File: src/rtl/irpfd_pkg.sv
// Types and constants shared by the infrared pulse frame decoder.
package irpfd_pkg;

   localparam int unsigned NUM_REGS   = 8;
   localparam int unsigned REG_W      = 8;
   localparam int unsigned REG_IDX_W  = 3;
   localparam int unsigned TICK_W     = 8;
   localparam int unsigned BIT_CNT_W  = 6;
   localparam int unsigned NUM_BYTES  = 4;
   localparam int unsigned REQ_DATA_W = 8;
   localparam int unsigned RSP_DATA_W = 40;

   localparam logic [BIT_CNT_W-1:0] FRAME_BITS = 6'd32;
   localparam logic [7:0]           MSB_SET    = 8'h80;

   typedef enum logic [REG_IDX_W-1:0] {
      REG_LEADER_LOW_MIN       = 3'd0,
      REG_LEADER_LOW_EXTRA_MAX = 3'd1,
      REG_LEADER_SPACE_MAX     = 3'd2,
      REG_LEADER_SPACE_MIN     = 3'd3,
      REG_BIT_MARK_MAX         = 3'd4,
      REG_PULSE_MIN            = 3'd5,
      REG_BIT_SPACE_MAX        = 3'd6,
      REG_ONE_THRESHOLD        = 3'd7
   } reg_idx_type;

   localparam logic [REG_W-1:0] RST_LEADER_LOW_MIN       = 8'd85;
   localparam logic [REG_W-1:0] RST_LEADER_LOW_EXTRA_MAX = 8'd60;
   localparam logic [REG_W-1:0] RST_LEADER_SPACE_MAX     = 8'd60;
   localparam logic [REG_W-1:0] RST_LEADER_SPACE_MIN     = 8'd40;
   localparam logic [REG_W-1:0] RST_BIT_MARK_MAX         = 8'd8;
   localparam logic [REG_W-1:0] RST_PULSE_MIN            = 8'd4;
   localparam logic [REG_W-1:0] RST_BIT_SPACE_MAX        = 8'd20;
   localparam logic [REG_W-1:0] RST_ONE_THRESHOLD        = 8'd10;

   typedef enum logic [4:0] {
      PH_LEAD_LOW  = 5'b00001,
      PH_LEAD_REST = 5'b00010,
      PH_LEAD_SPC  = 5'b00100,
      PH_BIT_MARK  = 5'b01000,
      PH_BIT_SPC   = 5'b10000
   } phase_type;

endpackage

File: src/rtl/ir_pulse_frame_decoder_core.sv
// Top level of the infrared pulse frame decoder: phase machine, counters and result register.
// Each accepted request word is one line sample tick and yields exactly one response word.
// The decoder state and the response register are updated at the edge that accepts the
// sample, so the response appears in the cycle after it. A word can be accepted every cycle
// while the response register, the only buffer, is empty or being drained in the same cycle.
// Configuration writes take effect on the next edge.
module ir_pulse_frame_decoder_core
   import irpfd_pkg::*;
(
   input  logic                  clock,
   input  logic                  reset,
   input  logic                  req_tvalid,
   output logic                  req_tready,
   // Fields from bit 0: line_level, release_req, zero fill.
   input  logic [REQ_DATA_W-1:0] req_tdata,
   output logic                  rsp_tvalid,
   input  logic                  rsp_tready,
   // Fields from bit 0: frame_ready, timing_error, first_byte, second_byte,
   // third_byte, fourth_byte, zero fill.
   output logic [RSP_DATA_W-1:0] rsp_tdata,
   input  logic                  csr_we,
   input  logic [REG_IDX_W-1:0]  csr_addr,
   input  logic [REG_W-1:0]      csr_wdata
);

   logic [REG_W-1:0] regs_ff [NUM_REGS];

   phase_type              phase_ff, phase_in;
   logic [TICK_W-1:0]      tick_ff, tick_in;
   logic [BIT_CNT_W-1:0]   bitc_ff, bitc_in;
   logic [7:0]             shift_ff, shift_in;
   logic [7:0]             fbytes_ff [NUM_BYTES];
   logic [7:0]             fbytes_in [NUM_BYTES];
   logic                   ready_ff, ready_in;
   logic                   err;

   logic                   rsp_valid_ff, rsp_valid_in;
   logic [RSP_DATA_W-1:0]  rsp_data_ff, rsp_data_in;

   logic                   accept;
   logic                   high;
   logic                   ready_eff;
   logic [TICK_W-1:0]      tick_inc;
   logic [7:0]             shift_bit;
   logic [BIT_CNT_W-1:0]   bitc_inc;
   logic [1:0]             byte_idx;

   assign req_tready = !rsp_valid_ff || rsp_tready;
   assign accept     = req_tvalid && req_tready;
   assign rsp_tvalid = rsp_valid_ff;
   assign rsp_tdata  = rsp_data_ff;

   assign high      = req_tdata[0];
   assign ready_eff = ready_ff && !req_tdata[1];
   assign tick_inc  = tick_ff + 1'b1;
   assign bitc_inc  = bitc_ff + 1'b1;
   assign byte_idx  = bitc_inc[4:3] - 2'd1;
   assign shift_bit = (tick_ff > regs_ff[REG_ONE_THRESHOLD]) ? (shift_ff | MSB_SET) : shift_ff;

   always_comb begin
      phase_in  = phase_ff;
      tick_in   = tick_ff;
      bitc_in   = bitc_ff;
      shift_in  = shift_ff;
      fbytes_in = fbytes_ff;
      ready_in  = ready_eff;
      err       = 1'b0;
      if (!ready_eff) begin
         unique case (phase_ff)
            PH_LEAD_LOW: begin
               if (!high) begin
                  if (tick_inc > regs_ff[REG_LEADER_LOW_MIN]) begin
                     phase_in = PH_LEAD_REST;
                     tick_in  = '0;
                  end else begin
                     tick_in = tick_inc;
                  end
               end else begin
                  tick_in = '0;
               end
            end
            PH_LEAD_REST: begin
               if (!high) begin
                  if (tick_inc > regs_ff[REG_LEADER_LOW_EXTRA_MAX]) begin
                     err = 1'b1;
                  end else begin
                     tick_in = tick_inc;
                  end
               end else begin
                  phase_in = PH_LEAD_SPC;
                  tick_in  = '0;
                  shift_in = '0;
                  bitc_in  = '0;
               end
            end
            PH_LEAD_SPC: begin
               if (high) begin
                  if (tick_inc > regs_ff[REG_LEADER_SPACE_MAX]) begin
                     err = 1'b1;
                  end else begin
                     tick_in = tick_inc;
                  end
               end else if (tick_inc < regs_ff[REG_LEADER_SPACE_MIN]) begin
                  err = 1'b1;
               end else begin
                  phase_in = PH_BIT_MARK;
                  tick_in  = '0;
                  shift_in = '0;
                  bitc_in  = '0;
               end
            end
            PH_BIT_MARK: begin
               if (!high) begin
                  if (tick_inc > regs_ff[REG_BIT_MARK_MAX]) begin
                     err = 1'b1;
                  end else begin
                     tick_in = tick_inc;
                  end
               end else if (tick_ff < regs_ff[REG_PULSE_MIN]) begin
                  err = 1'b1;
               end else begin
                  phase_in = PH_BIT_SPC;
                  tick_in  = '0;
               end
            end
            PH_BIT_SPC: begin
               if (high) begin
                  if (tick_inc > regs_ff[REG_BIT_SPACE_MAX]) begin
                     err = 1'b1;
                  end else begin
                     tick_in = tick_inc;
                  end
               end else if (tick_ff < regs_ff[REG_PULSE_MIN]) begin
                  err = 1'b1;
               end else begin
                  phase_in = PH_BIT_MARK;
                  tick_in  = '0;
                  bitc_in  = bitc_inc;
                  if (bitc_inc == FRAME_BITS) begin
                     fbytes_in[NUM_BYTES-1] = shift_bit;
                     ready_in = 1'b1;
                     phase_in = PH_LEAD_LOW;
                     bitc_in  = '0;
                     shift_in = '0;
                  end else if (bitc_inc[2:0] == 3'd0) begin
                     fbytes_in[byte_idx] = shift_bit;
                     shift_in = '0;
                  end else begin
                     shift_in = shift_bit >> 1;
                  end
               end
            end
            default: begin
               phase_in = PH_LEAD_LOW;
               tick_in  = '0;
               bitc_in  = '0;
               shift_in = '0;
            end
         endcase
         if (err) begin
            phase_in = PH_LEAD_LOW;
            tick_in  = '0;
            bitc_in  = '0;
            shift_in = '0;
         end
      end
   end

   always_comb begin
      rsp_valid_in = rsp_valid_ff;
      rsp_data_in  = rsp_data_ff;
      if (accept) begin
         rsp_valid_in = 1'b1;
         rsp_data_in  = {6'd0, fbytes_in[3], fbytes_in[2], fbytes_in[1], fbytes_in[0],
                         err, ready_in};
      end else if (rsp_tready) begin
         rsp_valid_in = 1'b0;
      end
   end

   always_ff @(posedge clock) begin
      if (reset) begin
         regs_ff[REG_LEADER_LOW_MIN]       <= RST_LEADER_LOW_MIN;
         regs_ff[REG_LEADER_LOW_EXTRA_MAX] <= RST_LEADER_LOW_EXTRA_MAX;
         regs_ff[REG_LEADER_SPACE_MAX]     <= RST_LEADER_SPACE_MAX;
         regs_ff[REG_LEADER_SPACE_MIN]     <= RST_LEADER_SPACE_MIN;
         regs_ff[REG_BIT_MARK_MAX]         <= RST_BIT_MARK_MAX;
         regs_ff[REG_PULSE_MIN]            <= RST_PULSE_MIN;
         regs_ff[REG_BIT_SPACE_MAX]        <= RST_BIT_SPACE_MAX;
         regs_ff[REG_ONE_THRESHOLD]        <= RST_ONE_THRESHOLD;
      end else if (csr_we) begin
         regs_ff[csr_addr] <= csr_wdata;
      end
   end

   always_ff @(posedge clock) begin
      if (reset) begin
         phase_ff     <= PH_LEAD_LOW;
         tick_ff      <= '0;
         bitc_ff      <= '0;
         shift_ff     <= '0;
         ready_ff     <= 1'b0;
         rsp_valid_ff <= 1'b0;
         for (int i = 0; i < NUM_BYTES; i++) begin
            fbytes_ff[i] <= '0;
         end
      end else begin
         rsp_valid_ff <= rsp_valid_in;
         if (accept) begin
            phase_ff  <= phase_in;
            tick_ff   <= tick_in;
            bitc_ff   <= bitc_in;
            shift_ff  <= shift_in;
            ready_ff  <= ready_in;
            fbytes_ff <= fbytes_in;
         end
      end
   end

   always_ff @(posedge clock) begin
      rsp_data_ff <= rsp_data_in;
   end

   // An aborted frame never reports a held frame in the same word.
   assert property (@(posedge clock) disable iff (reset)
      rsp_valid_ff && rsp_data_ff[1] |-> !rsp_data_ff[0])
      else $error("timing error reported together with frame ready");

   // A held frame leaves the receiver waiting for a leader with cleared counters.
   assert property (@(posedge clock) disable iff (reset)
      ready_ff |-> (phase_ff == PH_LEAD_LOW) && (bitc_ff == '0) && (tick_ff == '0))
      else $error("receiver not idle while a frame is held");

   // The frame flag is only set by the last bit space of a frame.
   assert property (@(posedge clock) disable iff (reset)
      $rose(ready_ff) |-> $past(phase_ff == PH_BIT_SPC) && $past(accept))
      else $error("frame ready set outside a bit space");

   // The bit counter never holds a full frame count.
   assert property (@(posedge clock) disable iff (reset)
      bitc_ff < FRAME_BITS)
      else $error("bit counter reached a full frame");

endmodule
File: config.mk
export PLATFORM = sky130hd
export DESIGN_NAME = ir_pulse_frame_decoder_core
export DESIGN_NICKNAME = d
export VERILOG_FILES = /design/src/rtl/irpfd_pkg.sv /design/src/rtl/ir_pulse_frame_decoder_core.sv
export SDC_FILE = /design/constraint.sdc
export NUM_CORES = 1
export LEC_CHECK = 0
export ABC_AREA = 0
export BUFFER_PORTS_ARGS = -buffer_cell sky130_fd_sc_hd__clkbuf_2
export CAP_MARGIN = 40
export CORE_ASPECT_RATIO = 0.8
export CORE_MARGIN = 2
export CORE_UTILIZATION = 36
export DETAILED_ROUTE_END_ITERATION = 7
export GPL_TIMING_DRIVEN = 0
export PLACE_DENSITY = 0.61
export SLEW_MARGIN = 20
export SYNTH_ARGS = -nofsm -noshare
export SYNTH_HDL_FRONTEND = slang
export SYNTH_SLANG_ARGS = --single-unit
File: constraint.sdc
create_clock -name clock -period 3.65 [get_ports clock]
set_input_delay 0.365 -clock clock [delete_from_list [all_inputs] [get_ports clock]]
set_output_delay 0.365 -clock clock [all_outputs]
set_load 0.05 [all_outputs]
* After elaboration in Yosys (flattened, before gate mapping) *
Memories as Yosys holds them, arrays and structs flattened.
Cells that the tools add are included.

operators by class
  reduce and logical (&&, ||, !) cells = 13
  bitwise logic cells = 2
  equal/unequal tests = 21
  add/sub/neg operators = 3
  multiplexer cells = 80
  order comparisons = 10

operator list
  kind                                                            number
  8-bit 2-to-1 mux                                                22
  32-bit 2-to-1 mux                                               5
  5-bit 2-to-1 mux                                                10
  8-bit > comparator                                              6
  6-bit 2-to-1 mux                                                7
  8-bit one-hot mux with 5 select lines                           1
  32-bit bitwise mux                                              1
  8-bit one-hot mux with 4 select lines                           1
  3-bit inequality test (second input constant)                   9
  5-bit one-hot mux with 5 select lines                           1
  1-bit 2-to-1 mux                                                24
  24-bit 2-to-1 mux                                               1
  6-bit one-hot mux with 4 select lines                           1
  4-bit inequality test (second input constant)                   5
  8-bit demux with 2-bit select                                   1
  8-bit < comparator                                              2
  7-bit 2-to-1 mux                                                2
  11-bit AND reduction                                            1
  8-bit by 1-bit adder with 8-bit output (second input constant)  1
  8-bit AND reduction                                             1
  8-bit OR reduction                                              1
  7-bit AND reduction                                             1
  6-bit by 1-bit adder with 6-bit output (second input constant)  1
  6-bit == test (second input constant)                           1
  other kinds (20)                                                23

storage, ports and cells
  bits in writable memories = 64
  word-level logic and storage cells = 142
  memories kept = 1
  bits of input ports = 24
  output and inout bits = 42
  bits in registers = 95

memory list
  name     words  bits a word  rd ports  clocked after memory_dff  wr ports  RTL line                           text
  regs_ff  8      8            8         0                         8         ir_pulse_frame_decoder_core.sv:26  logic [REG_W-1:0] regs_ff [NUM_REGS];

* Longest topological paths before layout *
Gate-level depths: netlist of the first run.

  depth in word-level cells = 14
  depth in mapped cells = 15
  gate-level depth less buffers = 13

* Worst setup path after synthesis of the first run *
Ideal clock, no wire load.

  kind = register to register
  from = register tick_ff[0]
  to = register shift_ff[0]
  library setup time = 0.058 ns
  path buffers = 0
  cell stages (with the launch flop) = 14
  required time = 3.592 ns
  clock period less this slack = 3.531 ns
  arrival time = 3.473 ns
  path slack = 0.119 ns
  path through = dfxtp_1 -> ha_1 -> nand3_1 -> nor2_1 -> xor2_1 -> ha_1 -> and3_1 -> o21ai_0 -> a21oi_1 -> o311ai_0 -> a21oi_1 -> nor3_1 -> nor3b_2 -> a31o_2

between the ends
  word-level cells in the longest chain between the ends = 8
  elaborated cells between the ends (all ways) = 27
  classes of those cells = 1 x add/sub; 6 x order compare; 6 x eq/ne; 13 x mux; 1 x reduce/logical

ends and longest elaborated chain
  element                                                                                                     RTL line                            text
  from (decl)                                                                                                 ir_pulse_frame_decoder_core.sv:29   logic [TICK_W-1:0] tick_ff, tick_in;
  from (signal assigned)                                                                                      ir_pulse_frame_decoder_core.sv:211  tick_ff <= tick_in;
  8-bit by 1-bit adder with 8-bit output                                                                      ir_pulse_frame_decoder_core.sv:55   assign tick_inc = tick_ff + 1'b1;
  8-bit > comparator, or another cell as far along                                                            ir_pulse_frame_decoder_core.sv:128  if (tick_inc > regs_ff[REG_BIT_SPACE_MAX]) begin
  1-bit 2-to-1 mux, on equally long branches (2 in series)                                                    --
  1-bit one-hot mux with 4 select lines                                                                       ir_pulse_frame_decoder_core.sv:69   unique case (phase_ff)
  1-bit 2-to-1 mux                                                                                            ir_pulse_frame_decoder_core.sv:68   if (!ready_eff) begin
  3-bit inequality test (no source line) or 2-bit by 1-bit inequality test with 1-bit output (tied branches)  --
  8-bit AND reduction (no source line)                                                                        --
  to (signal assigned)                                                                                        ir_pulse_frame_decoder_core.sv:213  shift_ff <= shift_in;
  to (decl)                                                                                                   ir_pulse_frame_decoder_core.sv:31   logic [7:0] shift_ff, shift_in;

Parallel ways exist; a longest one is shown, timed or not. The select of a mux whose other input is x is not followed.
A chain may end at the register's enable or synchronous reset.

* Worst setup path in the final report of the first run *
  from = register tick_ff[1]
  to = register shift_ff[1]

Same word-level chain as after synthesis.

==> out/summary.txt, run 1 <==
maxcap violations -> 0
Yosys warnings -> 0
sw frac -> 27.06%
Syn Inst Count -> 784
Slew headroom -> 41.47%
non-filler cells, final -> 1211
status -> finished, final reports clean
Final Skew -> 0.02192 ns
ys flop type -> edfxtp_1
dpl hpwl -> 13920 um
Net Sw Power -> 1.145 mW
final hold viol count -> 0
final setup fails -> 0
final slew viol count -> 0
die width -> 175.0 um
post-route setup slack -> 0.1570 ns
WP depth -> 14
min-delay src -> req_tvalid
critical path peak fanout -> 7
fraction of registers with async set/reset -> 0%
Synth cell types -> 77
number of port buffers -> 52
top post-synthesis cells by area -> edfxtp_1 35%, dfxtp_1 14%, ha_1 9.7%, nor2_1 3.8%, and2_1 3.3%
setup TNS -> 0 ns
total power -> 4.231 mW
Int Power -> 3.086 mW
Worst Reg2Reg Path Length in Cells -> 14
hold path cells -> 3
CTS tree -> yes
placed inst area -> 9179 um^2
detailed-route wire length -> 19430 um
largest net degree at the start of global routing -> 33
first-pass GRT wire length -> 31190 um
Worst Max-Slew Pin Slew -> 0.8780 ns
Die H -> 140.8 um
Setup CP Type -> flip-flop to flip-flop
synthesized cell area -> 8423 um^2
worst r2r src -> tick_ff[1]$_SDFFE_PP0P_
initial antenna violation count -> 0
critical path's largest stage delay -> 0.42 ns
synthesized area per cell -> 10.74 um^2
post-synth top area share -> 34.94%
critical path launch point -> tick_ff[1]$_SDFFE_PP0P_
Inst Count DP -> 1165
clock transition at the registers of the reported paths -> 0.07 ns
GRT Util Overall -> 16.31%
leakage -> 4.266 nW
Gate power share -> 10.1%
fin area -> 10030 um^2
Clk pwr share -> 42.4%
DR vias -> 6113
root buffer cell -> clkbuf_16
fillcell total -> 2205
DRC -> 0
leading area contributor after synthesis -> edfxtp_1
die area -> 24640 um^2
n_diodes -> 0
Max Clk Rate -> 0.2863 GHz
Layout Nets -> 975
post-route antenna net violation count -> 0
Arr. time, crit path -> 3.86 ns
drt first-iter violations -> 434
final period utilization -> 95.70%
reg-to-reg endpoint -> shift_ff[1]$_SDFFE_PP0P_
register share of total power -> 47.4%
sequential area share after synthesis -> 49.20%
Critical Path RT -> 4.01 ns
critical path buffer and inverter count -> 1
slowest CP cell -> nor3b_4
H-tree Lvls -> 4
P&R area growth vs syn -> 19.09%
CTS Buf Count -> 17
CP startpoint kind -> flip-flop
vias per inst -> 5.048
peak supply drop -> 0.3099 mV
Final GP Congestion -> 0.8197
CP Capture Type -> flip-flop
hold crit path type -> input pin to flip-flop
I/O Pins -> 66
Pre-antenna DRT Iters -> 5
R2R setup slack -> 0.16 ns
vias in the first global route -> 5882
FP Rows -> 50
CP cell instances -> ha_4 > nand3_1 > nor2_2 > xor2_2 > buf_4 > ha_1 > and3_1 > o21ai_0 > a21oi_1 > o311ai_2 > a21oi_2 > nor3_4 > nor3b_4 > a31o_2
power per cell area -> 421.8 nW/um^2
grt total ovfl -> 0
pre-CTS setup slack -> -1.431 ns
Sink Count -> 158
min Tclk post-route -> 3.493 ns
CP delay by family, top -> simple AND/OR/NAND/NOR gates
Worst Hold Path EP -> rsp_tvalid$_SDFFE_PP0P_
clock latency on the worst-skew pair -> 0.43 ns
Post-synth EDFFs -> 98
Wirelength per Cell -> 16.05 um
core area -> 23210 um^2
starting density of the core -> 36.29%
Longest Clk Path Bufs -> 2
share of post-route cells with drive strength above 1 -> 22.25%
Synth Register Bits -> 158
through the flow:
| step | hold WS [ns] | utilization, % |
|---|---|---|
| after floorplan | 0.4544 | - |
| after global placement | 0.4659 | 39.18 |
| after detailed placement | 0.4789 | 39.55 |
| after CTS | 0.1439 | 42.85 |
| after global routing | 0.1557 | 43.22 |
| final | 0.1620 | 43.22 |
cells by family after synthesis:
| kind of cell | share of synthesized area [%] |
|---|---|
| fa+ha+maj | 9.655 |
| xor+xnor | 1.248 |
| flops | 49.20 |
| compound gates | 9.269 |
| other cells | 0.04452 |
| simple gates | 18.69 |
| buf+inv | 5.229 |
| mux | 6.670 |
flip-flops by register name, indices dropped and copies added (netlist names):
name        count
tick_ff         8
bitc_ff         6
shift_ff        7
ready_ff        1
rsp_tdata      34
fbytes_ff      32
regs_ff        64
rsp_tvalid      1
phase_ff        5
timing repair:
action                     in CTS  in global routing
setup buffers                   6                  7
gates resized for setup        30                  7
pin swaps                       4                  6
hold buffers                    0                  0
setup endpoints to repair      27                 25
cell usage after synthesis (3+ instances only):
cell,count
nand2b_1,19
nor3_1,25
a41oi_1,4
or4_1,4
a21oi_1,27
or3_1,13
and2_1,45
ha_1,65
a21o_1,4
dfxtp_1,60
nand3b_1,4
o211ai_1,3
nand3_1,17
a31o_2,4
o21ai_0,23
edfxtp_1,98
and3_1,5
nor3b_1,10
nor2b_1,3
a211oi_1,4
buf_4,9
buf_2,3
mux2i_1,19
o21a_1,3
nand4_1,12
a31o_1,3
clkbuf_1,12
nor2_1,86
inv_1,66
mux2_2,25
xnor2_1,7
o21ai_1,4
mux2_1,8
nand2_1,28
xor2_1,5
placed cells by master, fill, tap and decap left out, types with 5 or more instances in the layout:
cell type,n
and2_1,45
nor3_1,23
inv_6,6
buf_4,25
nand4_1,12
clkbuf_2,53
edfxtp_1,98
clkbuf_1,10
o21ai_0,23
mux2i_1,18
nor3b_1,10
buf_2,11
clkbuf_16,17
conb_1,6
and3_1,5
mux2_2,25
a21oi_1,26
nand3_1,16
nand2_1,28
dfxtp_1,55
inv_1,66
nand2b_1,19
dfxtp_4,5
mux2_1,8
ha_1,64
or3_1,13
nor2_1,84
worst max-delay path by stage:
stage	to	slack [ns]
floorplan	shift_ff[0]$_SDFFE_PP0P_	0.12
global placement	shift_ff[1]$_SDFFE_PP0P_	-1.70
detailed placement	shift_ff[2]$_SDFFE_PP0P_	-1.43
CTS	shift_ff[2]$_SDFFE_PP0P_	0.004
global route	shift_ff[4]$_SDFFE_PP0P_	-0.003
finish	shift_ff[1]$_SDFFE_PP0P_	0.16
layer usage:
metal | vias up | routed length, um | track usage (%)
met3 | 18 | 786 | 2.778
met1 | 2954 | 9593 | 22.88
met4 | 0 | 233 | 5.307
met5 | - | 0 | 0
li1 | 3014 | - | -
met2 | 127 | 8818 | 25.67
power by group through the flow:
| stage | Sequential [mW] | Combinational, mW | Clock, mW |
|---|---|---|---|
| after floorplan | 2.13 | 0.216 | 0 |
| after global placement | 2.05 | 0.402 | 0 |
| after detailed placement | 2.05 | 0.415 | 0 |
| after CTS | 2.01 | 0.429 | 1.83 |
| after global routing | 2.01 | 0.474 | 1.91 |
| final | 2.01 | 0.429 | 1.80 |
area by class of cell:
| type | instances | area (um^2) | area share [%] |
|---|---|---|---|
| clock inverter | 15 | 167.7 | 1.671 |
| tap | 312 | 390.4 | 3.892 |
| clock buffer | 17 | 425.4 | 4.241 |
| inverter | 67 | 251.5 | 2.507 |
| sequential | 158 | 4163 | 41.50 |
| timing repair buffer | 78 | 447.9 | 4.466 |
| buffer | 30 | 197.7 | 1.971 |
| multi-input combinational | 534 | 3988 | 39.75 |
worst register-to-register path: cells and delay by family, from the launching register on:
family	cells	cell delay, ns
xor+xnor	1	0.20
flops	1	0.39
simple gates	5	1.28
buf+inv	1	0.19
compound gates	5	0.95
fa+ha+maj	2	0.43
No activity file was read; power rests on OpenSTA's default activity.
==> run 2: changes to the inputs <==
--- a/config.mk
+++ b/config.mk
@@ -5,7 +5,7 @@
 export SDC_FILE = /design/constraint.sdc
 export NUM_CORES = 1
 export LEC_CHECK = 0
-export ABC_AREA = 0
+export ABC_AREA = 1
 export BUFFER_PORTS_ARGS = -buffer_cell sky130_fd_sc_hd__clkbuf_2
 export CAP_MARGIN = 40
 export CORE_ASPECT_RATIO = 0.8
==> run 2 against run 1 <==
Effect of this change: largest cell class unchanged; clock skew is 0.011 ns lower; combinational power grew to 3.7 times the previous value; first-iteration DRC count is 21% higher.
==> out/summary.txt, run 2 <==
status -> finished, final reports clean
Inst Count DP -> 1456 (+25%)
non-filler cells, final -> 1497 (+24%)
post-synth top area share -> 32.91% (-2.0 points)
detailed-route wire length -> 21870 um (+13%)
leading area contributor after synthesis -> edfxtp_1
CTS Buf Count -> 17 (unchanged)
number of port buffers -> 52 (unchanged)
grt total ovfl -> 0 (unchanged)
n_diodes -> 0 (unchanged)
Die H -> 145.0 um (+2.9%)
Critical Path RT -> 4.02 ns (about the same)
clock latency on the worst-skew pair -> 0.43 ns (about the same)
most used cell, CP -> nand2_1
drt first-iter violations -> 526 (+21%)
synthesized area per cell -> 8.288 um^2 (-23%)
GRT Util Overall -> 17.06% (+0.75 points)
DRC -> 0 (unchanged)
Pre-antenna DRT Iters -> 5 (unchanged)
Synth Register Bits -> 158 (unchanged)
clock transition at the registers of the reported paths -> 0.07 ns (about the same)
total power -> 5.773 mW (+36%)
DR vias -> 7215 (+18%)
Setup CP Type -> flip-flop to flip-flop
power per cell area -> 551.8 nW/um^2 (+31%)
commonest cells in the netlist -> 207 x nand2_1, 189 x inv_1, 136 x nor2_1, 98 x edfxtp_1, 65 x ha_1
I/O Pins -> 66 (unchanged)
CP startpoint kind -> flip-flop
Arr. time, crit path -> 3.81 ns (-0.05 ns)
min Tclk post-route -> 3.443 ns (-0.04971 ns)
Longest Clk Path Bufs -> 2 (unchanged)
share of post-route cells with drive strength above 1 -> 16.45% (-5.8 points)
vias per inst -> 4.820 (-4.5%)
Synth cell types -> 48 (-38%)
grt met3 use -> 2.159% (-0.62 points)
final setup fails -> 0 (unchanged)
top post-synthesis cells by area -> edfxtp_1 33%, dfxtp_1 13%, ha_1 9.1%, nand2_1 8.7%, inv_1 7.9%
final hold viol count -> 0 (unchanged)
register share of total power -> 40.2% (-7.2 points)
ys flop type -> edfxtp_1
first-pass GRT wire length -> 35270 um (+13%)
core area -> 24380 um^2 (+5.0%)
final period utilization -> 94.34% (-1.4 points)
final slew viol count -> 0 (unchanged)
Worst Reg2Reg Path Length in Cells -> 19 (+5)
critical path's largest stage delay -> 0.39 ns (-0.03 ns)
Largest register FFs -> 64 (unchanged)
synthesized cell area -> 8942 um^2 (+6.2%)
vias in the first global route -> 6733 (+14%)
Final GP Congestion -> 0.8583 (+4.7%)
fraction of registers with async set/reset -> 0% (unchanged)
Clk pwr share -> 32.6% (-9.8 points)
Wirelength per Cell -> 14.61 um (-9.0%)
leakage -> 4.994 nW (+17%)
starting density of the core -> 36.69% (+0.39 points)
die area -> 26120 um^2 (+6.0%)
CP cell instances -> inv_1 > nor3_4 > nand3_2 > nor3_4 > xor2_4 > buf_12 > ha_1 > a21oi_1 > o21a_1 > nand2_1 > nand2_1 > nand2_1 > nor2_4 > nand3_4 > nor3_4 > nand3_1 > nand3_1 > nand2_1 > nor2_1
dpl hpwl -> 15710 um (+13%)
CTS tree -> yes
critical path peak fanout -> 8 (+1)
largest net degree at the start of global routing -> 30 (-9.1%)
Slew headroom -> 44.26% (+2.8 points)
peak supply drop -> 0.3127 mV (+0.88%)
Worst Max-Slew Pin Slew -> 0.8360 ns (-0.04195 ns)
pre-CTS setup slack -> -0.8195 ns (+0.6115 ns)
Max Clk Rate -> 0.2904 GHz (+1.4%)
grt met1 use -> 24.22% (+1.3 points)
fillcell total -> 2400 (+8.8%)
met2 usage -> 26.34% (+0.66 points)
FP Rows -> 51 (+2.0%)
sequential area share after synthesis -> 46.34% (-2.9 points)
most frequent cell after synthesis -> nand2_1
GRT Max-Usage Layer -> met2
sw frac -> 35.69% (+8.6 points)
hold crit path type -> input pin to flip-flop
Sink Count -> 158 (unchanged)
Layout Nets -> 1255 (+29%)
Final Skew -> 0.01063 ns (-0.01128 ns)
Syn Inst Count -> 1079 (+38%)
H-tree Lvls -> 4 (unchanged)
root buffer cell -> clkbuf_16
Post-synth EDFFs -> 98 (unchanged)
post-route antenna net violation count -> 0 (unchanged)
slowest CP cell -> dfxtp_4
die width -> 180.2 um (+3.0%)
Yosys warnings -> 0 (unchanged)
post-route setup slack -> 0.2067 ns (+0.04971 ns)
maxcap violations -> 0 (unchanged)
P&R area growth vs syn -> 17.00%
Net Sw Power -> 2.060 mW (+80%)
Int Power -> 3.713 mW (+20%)
hold path cells -> 4 (+1)
final hold slack -> 0.2496 ns (+0.08763 ns)
initial antenna violation count -> 0 (unchanged)
most frequent cells in the layout -> 207 x nand2_1, 187 x inv_1, 133 x nor2_1, 98 x edfxtp_1, 65 x ha_1
commonest non-fill, non-tap cell in the layout -> nand2_1
CP Capture Type -> flip-flop
Largest Register -> regs_ff
Gate power share -> 27.1% (+17 points)
run 2: stage by stage:
stage	util [%]	setup TNS [ns]	cell area [um^2]
6_report	42.92	0	10460
5_1_grt	42.92	-0.08378	10460
4_1_cts	42.52	0	10360
3_5_place_dp	39.61	-17.94	9656
3_3_place_gp	39.46	-26.76	9619
2_1_floorplan	-	0	8961
run 2: cells by family (layout without fill, tap and decap cells):
kind of cell	Yosys count	in the layout	synth area share, %
buf+inv	235	330	10.54
other cells	1	6	0.04194
flops	158	158	46.34
fa+ha+maj	65	65	9.095
xor+xnor	7	7	0.7696
simple gates	444	444	21.91
compound gates	169	169	11.31
run 2: power groups by stage:
| stage | Sequential (mW) | Combinational (mW) | Clock (mW) |
|---|---|---|---|
| after global placement | 2.36 | 1.48 | 0 |
| after global routing | 2.35 | 1.77 | 2.00 |
| after detailed placement | 2.36 | 1.51 | 0 |
| final | 2.32 | 1.57 | 1.88 |
| after CTS | 2.33 | 1.53 | 1.91 |
| after floorplan | 2.38 | 1.06 | 0 |
run 2: area by class of cell:
type	instances	area [um^2]	area share, %
sequential	158	4155	39.72
multi-input combinational	691	3969	37.93
inverter	201	758.2	7.247
clock buffer	17	425.4	4.066
tap	318	397.9	3.803
timing repair buffer	63	367.9	3.516
clock inverter	15	197.7	1.890
buffer	34	191.4	1.830
run 2: path summary, 6_finish.rpt:
path / start / to / slack, ns
max: tick_ff[2]$_SDFFE_PP0P_ / shift_ff[1]$_SDFFE_PP0P_ / 0.21
min: rsp_tready / rsp_tvalid$_SDFFE_PP0P_ / 0.25
max reg2reg: tick_ff[2]$_SDFFE_PP0P_ / shift_ff[1]$_SDFFE_PP0P_ / 0.21
min reg2reg: ready_ff$_SDFFE_PP0P_ / ready_ff$_SDFFE_PP0P_ / 0.49
run 2: per-layer routing:
layer  routed length [um]  vias to the layer above
li1                     -                     3660
met1                10430                     3329
met2                 9712                      186
met3                 1134                       40
met4                  587                        0
met5                    0                        -
run 2: critical path: cells and delay by family, from the launching register on:
family	cells	cell delay (ns)
AND/OR/NAND/NOR	13	1.93
XOR/XNOR	1	0.19
AO/OA/AOI/OAI	2	0.35
buffers and inverters	2	0.27
adder cells (fa/ha/maj)	1	0.25
flip-flops	1	0.39
run 2: timing repair:
item                       in CTS  in global routing
setup buffers                   3                  6
gates resized for setup        11                 14
hold buffers                    0                  0
setup endpoints to repair      27                 26
pin swaps                       2                  3
==> run 3: changes to the inputs <==
--- a/config.mk
+++ b/config.mk
@@ -10,10 +10,10 @@
 export CAP_MARGIN = 40
 export CORE_ASPECT_RATIO = 0.8
 export CORE_MARGIN = 2
-export CORE_UTILIZATION = 36
+export CORE_UTILIZATION = 35
 export DETAILED_ROUTE_END_ITERATION = 7
 export GPL_TIMING_DRIVEN = 0
-export PLACE_DENSITY = 0.61
+export PLACE_DENSITY = 0.58
 export SLEW_MARGIN = 20
 export SYNTH_ARGS = -nofsm -noshare
 export SYNTH_HDL_FRONTEND = slang
==> constraint.sdc (replaced) <==
create_clock -name clock -period 3.6 [get_ports clock]
set_input_delay 0.36 -clock clock [delete_from_list [all_inputs] [get_ports clock]]
set_output_delay 0.36 -clock clock [all_outputs]
set_load 0.05 [all_outputs]
==> run 3 against run 2 <==
Effect of this change: highest routed layer unchanged; non-clock buffer count grew 3; largest power group unchanged; cell count increased by 0.60%; die area up 2.8%; largest cell class unchanged; combinational power increased by 6%; maximum frequency shrank 1.5%; critical endpoint is now tick_ff[1]$_SDFFE_PP0P_.
==> out/summary.txt, run 3 (synthesized netlist as in run 2, its figures left out) <==
detailed-route wire length -> 22310 um (+2.0%)
register share of total power -> 40.3% (about the same)
final hold viol count -> 0 (unchanged)
Die H -> 147.0 um (+1.4%)
CP startpoint kind -> flip-flop
dpl hpwl -> 16090 um (+2.4%)
Int Power -> 3.676 mW (-0.99%)
Final GP Congestion -> 0.8365 (-2.5%)
Largest Register -> regs_ff
final hold slack -> 0.2347 ns (-0.01493 ns)
Longest Clk Path Bufs -> 2 (unchanged)
die area -> 26850 um^2 (+2.8%)
largest net degree at the start of global routing -> 29 (-3.3%)
critical path's largest stage delay -> 0.57 ns (+0.18 ns)
Sink Count -> 158 (unchanged)
Gate power share -> 28.6% (+1.5 points)
power per cell area -> 555.4 nW/um^2 (+0.66%)
I/O Pins -> 66 (unchanged)
commonest non-fill, non-tap cell in the layout -> nand2_1
post-route setup slack -> 0.1060 ns (-0.1007 ns)
number of port buffers -> 52 (unchanged)
DRC -> 0 (unchanged)
starting density of the core -> 35.51% (-1.2 points)
RSZ-0062 raised after global routing -> true
GRT Util Overall -> 17.34% (+0.28 points)
min Tclk post-route -> 3.494 ns (+0.05074 ns)
Final Skew -> 0.01240 ns (+0.001772 ns)
Largest register FFs -> 64 (unchanged)
P&R area growth vs syn -> 17.66%
most used cell, CP -> nand2_1
cts hold-fix bufs -> 0 (unchanged)
Arr. time, crit path -> 3.86 ns (+0.05 ns)
die width -> 182.7 um (+1.4%)
Critical Path RT -> 3.97 ns (-0.05 ns)
core area -> 25180 um^2 (+3.3%)
post-route antenna net violation count -> 0 (unchanged)
clock transition at the registers of the reported paths -> 0.07 ns (about the same)
final setup fails -> 0 (unchanged)
initial antenna violation count -> 0 (unchanged)
Setup CP Type -> flip-flop to flip-flop
sw frac -> 37.10% (+1.4 points)
H-tree Lvls -> 4 (unchanged)
vias in the first global route -> 6929 (+2.9%)
share of post-route cells with drive strength above 1 -> 17.43% (+0.97 points)
CP Capture Type -> flip-flop
hold crit path type -> input pin to flip-flop
FP Rows -> 52 (+2.0%)
final slew viol count -> 0 (unchanged)
CTS Buf Count -> 17 (unchanged)
Clk pwr share -> 31.1% (-1.5 points)
critical path peak fanout -> 9 (+1)
vias per inst -> 4.797 (-0.47%)
final core occ -> 41.79% (-1.1 points)
final period utilization -> 97.06% (+2.7 points)
first-pass GRT wire length -> 36020 um (+2.1%)
Max Clk Rate -> 0.2862 GHz (-1.5%)
drt first-iter violations -> 399 (-24%)
maxcap violations -> 0 (unchanged)
Worst Max-Slew Pin Slew -> 0.7134 ns (-0.1226 ns)
pre-CTS setup slack -> -0.9171 ns (-0.09766 ns)
slowest CP cell -> dfxtp_1
root buffer cell -> clkbuf_16
DR vias -> 7224 (+0.12%)
Pre-antenna DRT Iters -> 5 (unchanged)
most frequent cells in the layout -> 203 x nand2_1, 187 x inv_1, 129 x nor2_1, 98 x edfxtp_1, 65 x ha_1
CTS tree -> yes
Layout Nets -> 1258 (+0.24%)
CP cell instances -> nand4_1 > nor2_1 > xor2_1 > inv_2 > ha_1 > nand2_1 > nor2_2 > nand4_1 > and2_1 > nand2_1 > nand2_1 > nor2_4 > nand3_4 > a21oi_1 > o21ai_0 > nand2_1 > nand2_1 > nor2_1
n_diodes -> 0 (unchanged)
Slew headroom -> 52.44% (+8.2 points)
clock latency on the worst-skew pair -> 0.44 ns (about the same)
grt total ovfl -> 0 (unchanged)
Net Sw Power -> 2.168 mW (+5.2%)
status -> finished, final reports clean
Wirelength per Cell -> 14.82 um (+1.4%)
peak supply drop -> 0.2325 mV (-26%)
leakage -> 5.003 nW (+0.17%)
[run 3: cell types whose count changed in the layout (fill, tap and decap cells not counted), moves of 3 or more]
cell,before,now
nor2_1,133,129
nand2_1,207,203
nand2_2,3,7
inv_4,1,4
[run 3: power groups by stage]
| stage | sequential (mW) | clock [mW] | combinational (mW) |
|---|---|---|---|
| finish | 2.36 | 1.82 | 1.67 |
| detailed placement | 2.40 | 0 | 1.54 |
| floorplan | 2.41 | 0 | 1.08 |
| CTS | 2.35 | 1.87 | 1.58 |
| global placement | 2.39 | 0 | 1.51 |
| global route | 2.38 | 1.92 | 1.89 |
[run 3: final timing paths]
kind,start,endpoint,slack [ns],depth (start not counted)
min reg2reg,ready_ff$_SDFFE_PP0P_,ready_ff$_SDFFE_PP0P_,0.47,2
min,rsp_tready,rsp_tvalid$_SDFFE_PP0P_,0.23,4
max,tick_ff[3]$_SDFFE_PP0P_,tick_ff[1]$_SDFFE_PP0P_,0.11,18
max reg2reg,tick_ff[3]$_SDFFE_PP0P_,tick_ff[1]$_SDFFE_PP0P_,0.11,18
[run 3: metal layers]
metal / global-route usage, % / up-vias / routed length, um
met2: 26.73 / 145 / 9749
li1: - / 3665 / -
met3: 3.421 / 27 / 1072
met1: 24.59 / 3387 / 11050
met4: 5.363 / 0 / 437
met5: 0 / - / 0
[run 3: cell type report]
cell class | instances | area [um^2]
buffer | 34 | 193.9
clock buffer | 17 | 425.4
clock inverter | 15 | 171.4
fill | 2486 | 14660
inverter | 201 | 760.7
multi-input combinational | 691 | 4003
sequential | 158 | 4155
tap | 324 | 405.4
timing repair buffer | 66 | 406.6
[run 3: repair_timing]
action,in CTS,in global routing
endpoints found under the setup margin,27,26
resized for setup,14,28
pin swaps,1,10
setup buffers,6,5
cloned,0,1
[run 3: stage by stage]
| stage | cells | total power, mW | TNS [ns] | area (um^2) |
|---|---|---|---|---|
| after global routing | 1506 | 6.197 | -0.2748 | 10520 |
| after floorplan | 1084 | 3.487 | 0 | 8961 |
| after detailed placement | 1462 | 3.939 | -21.22 | 9663 |
| after global placement | 1460 | 3.907 | -29.87 | 9627 |
| after CTS | 1500 | 5.800 | 0 | 10370 |
| final | 1506 | 5.844 | 0 | 10520 |
[run 3: worst max-delay path: cells and delay by family, from the launching register on]
family	cells	cell delay [ns]
xor+xnor	1	0.24
compound gates	2	0.57
fa+ha+maj	1	0.32
buf+inv	1	0.19
flops	1	0.57
simple gates	13	1.53
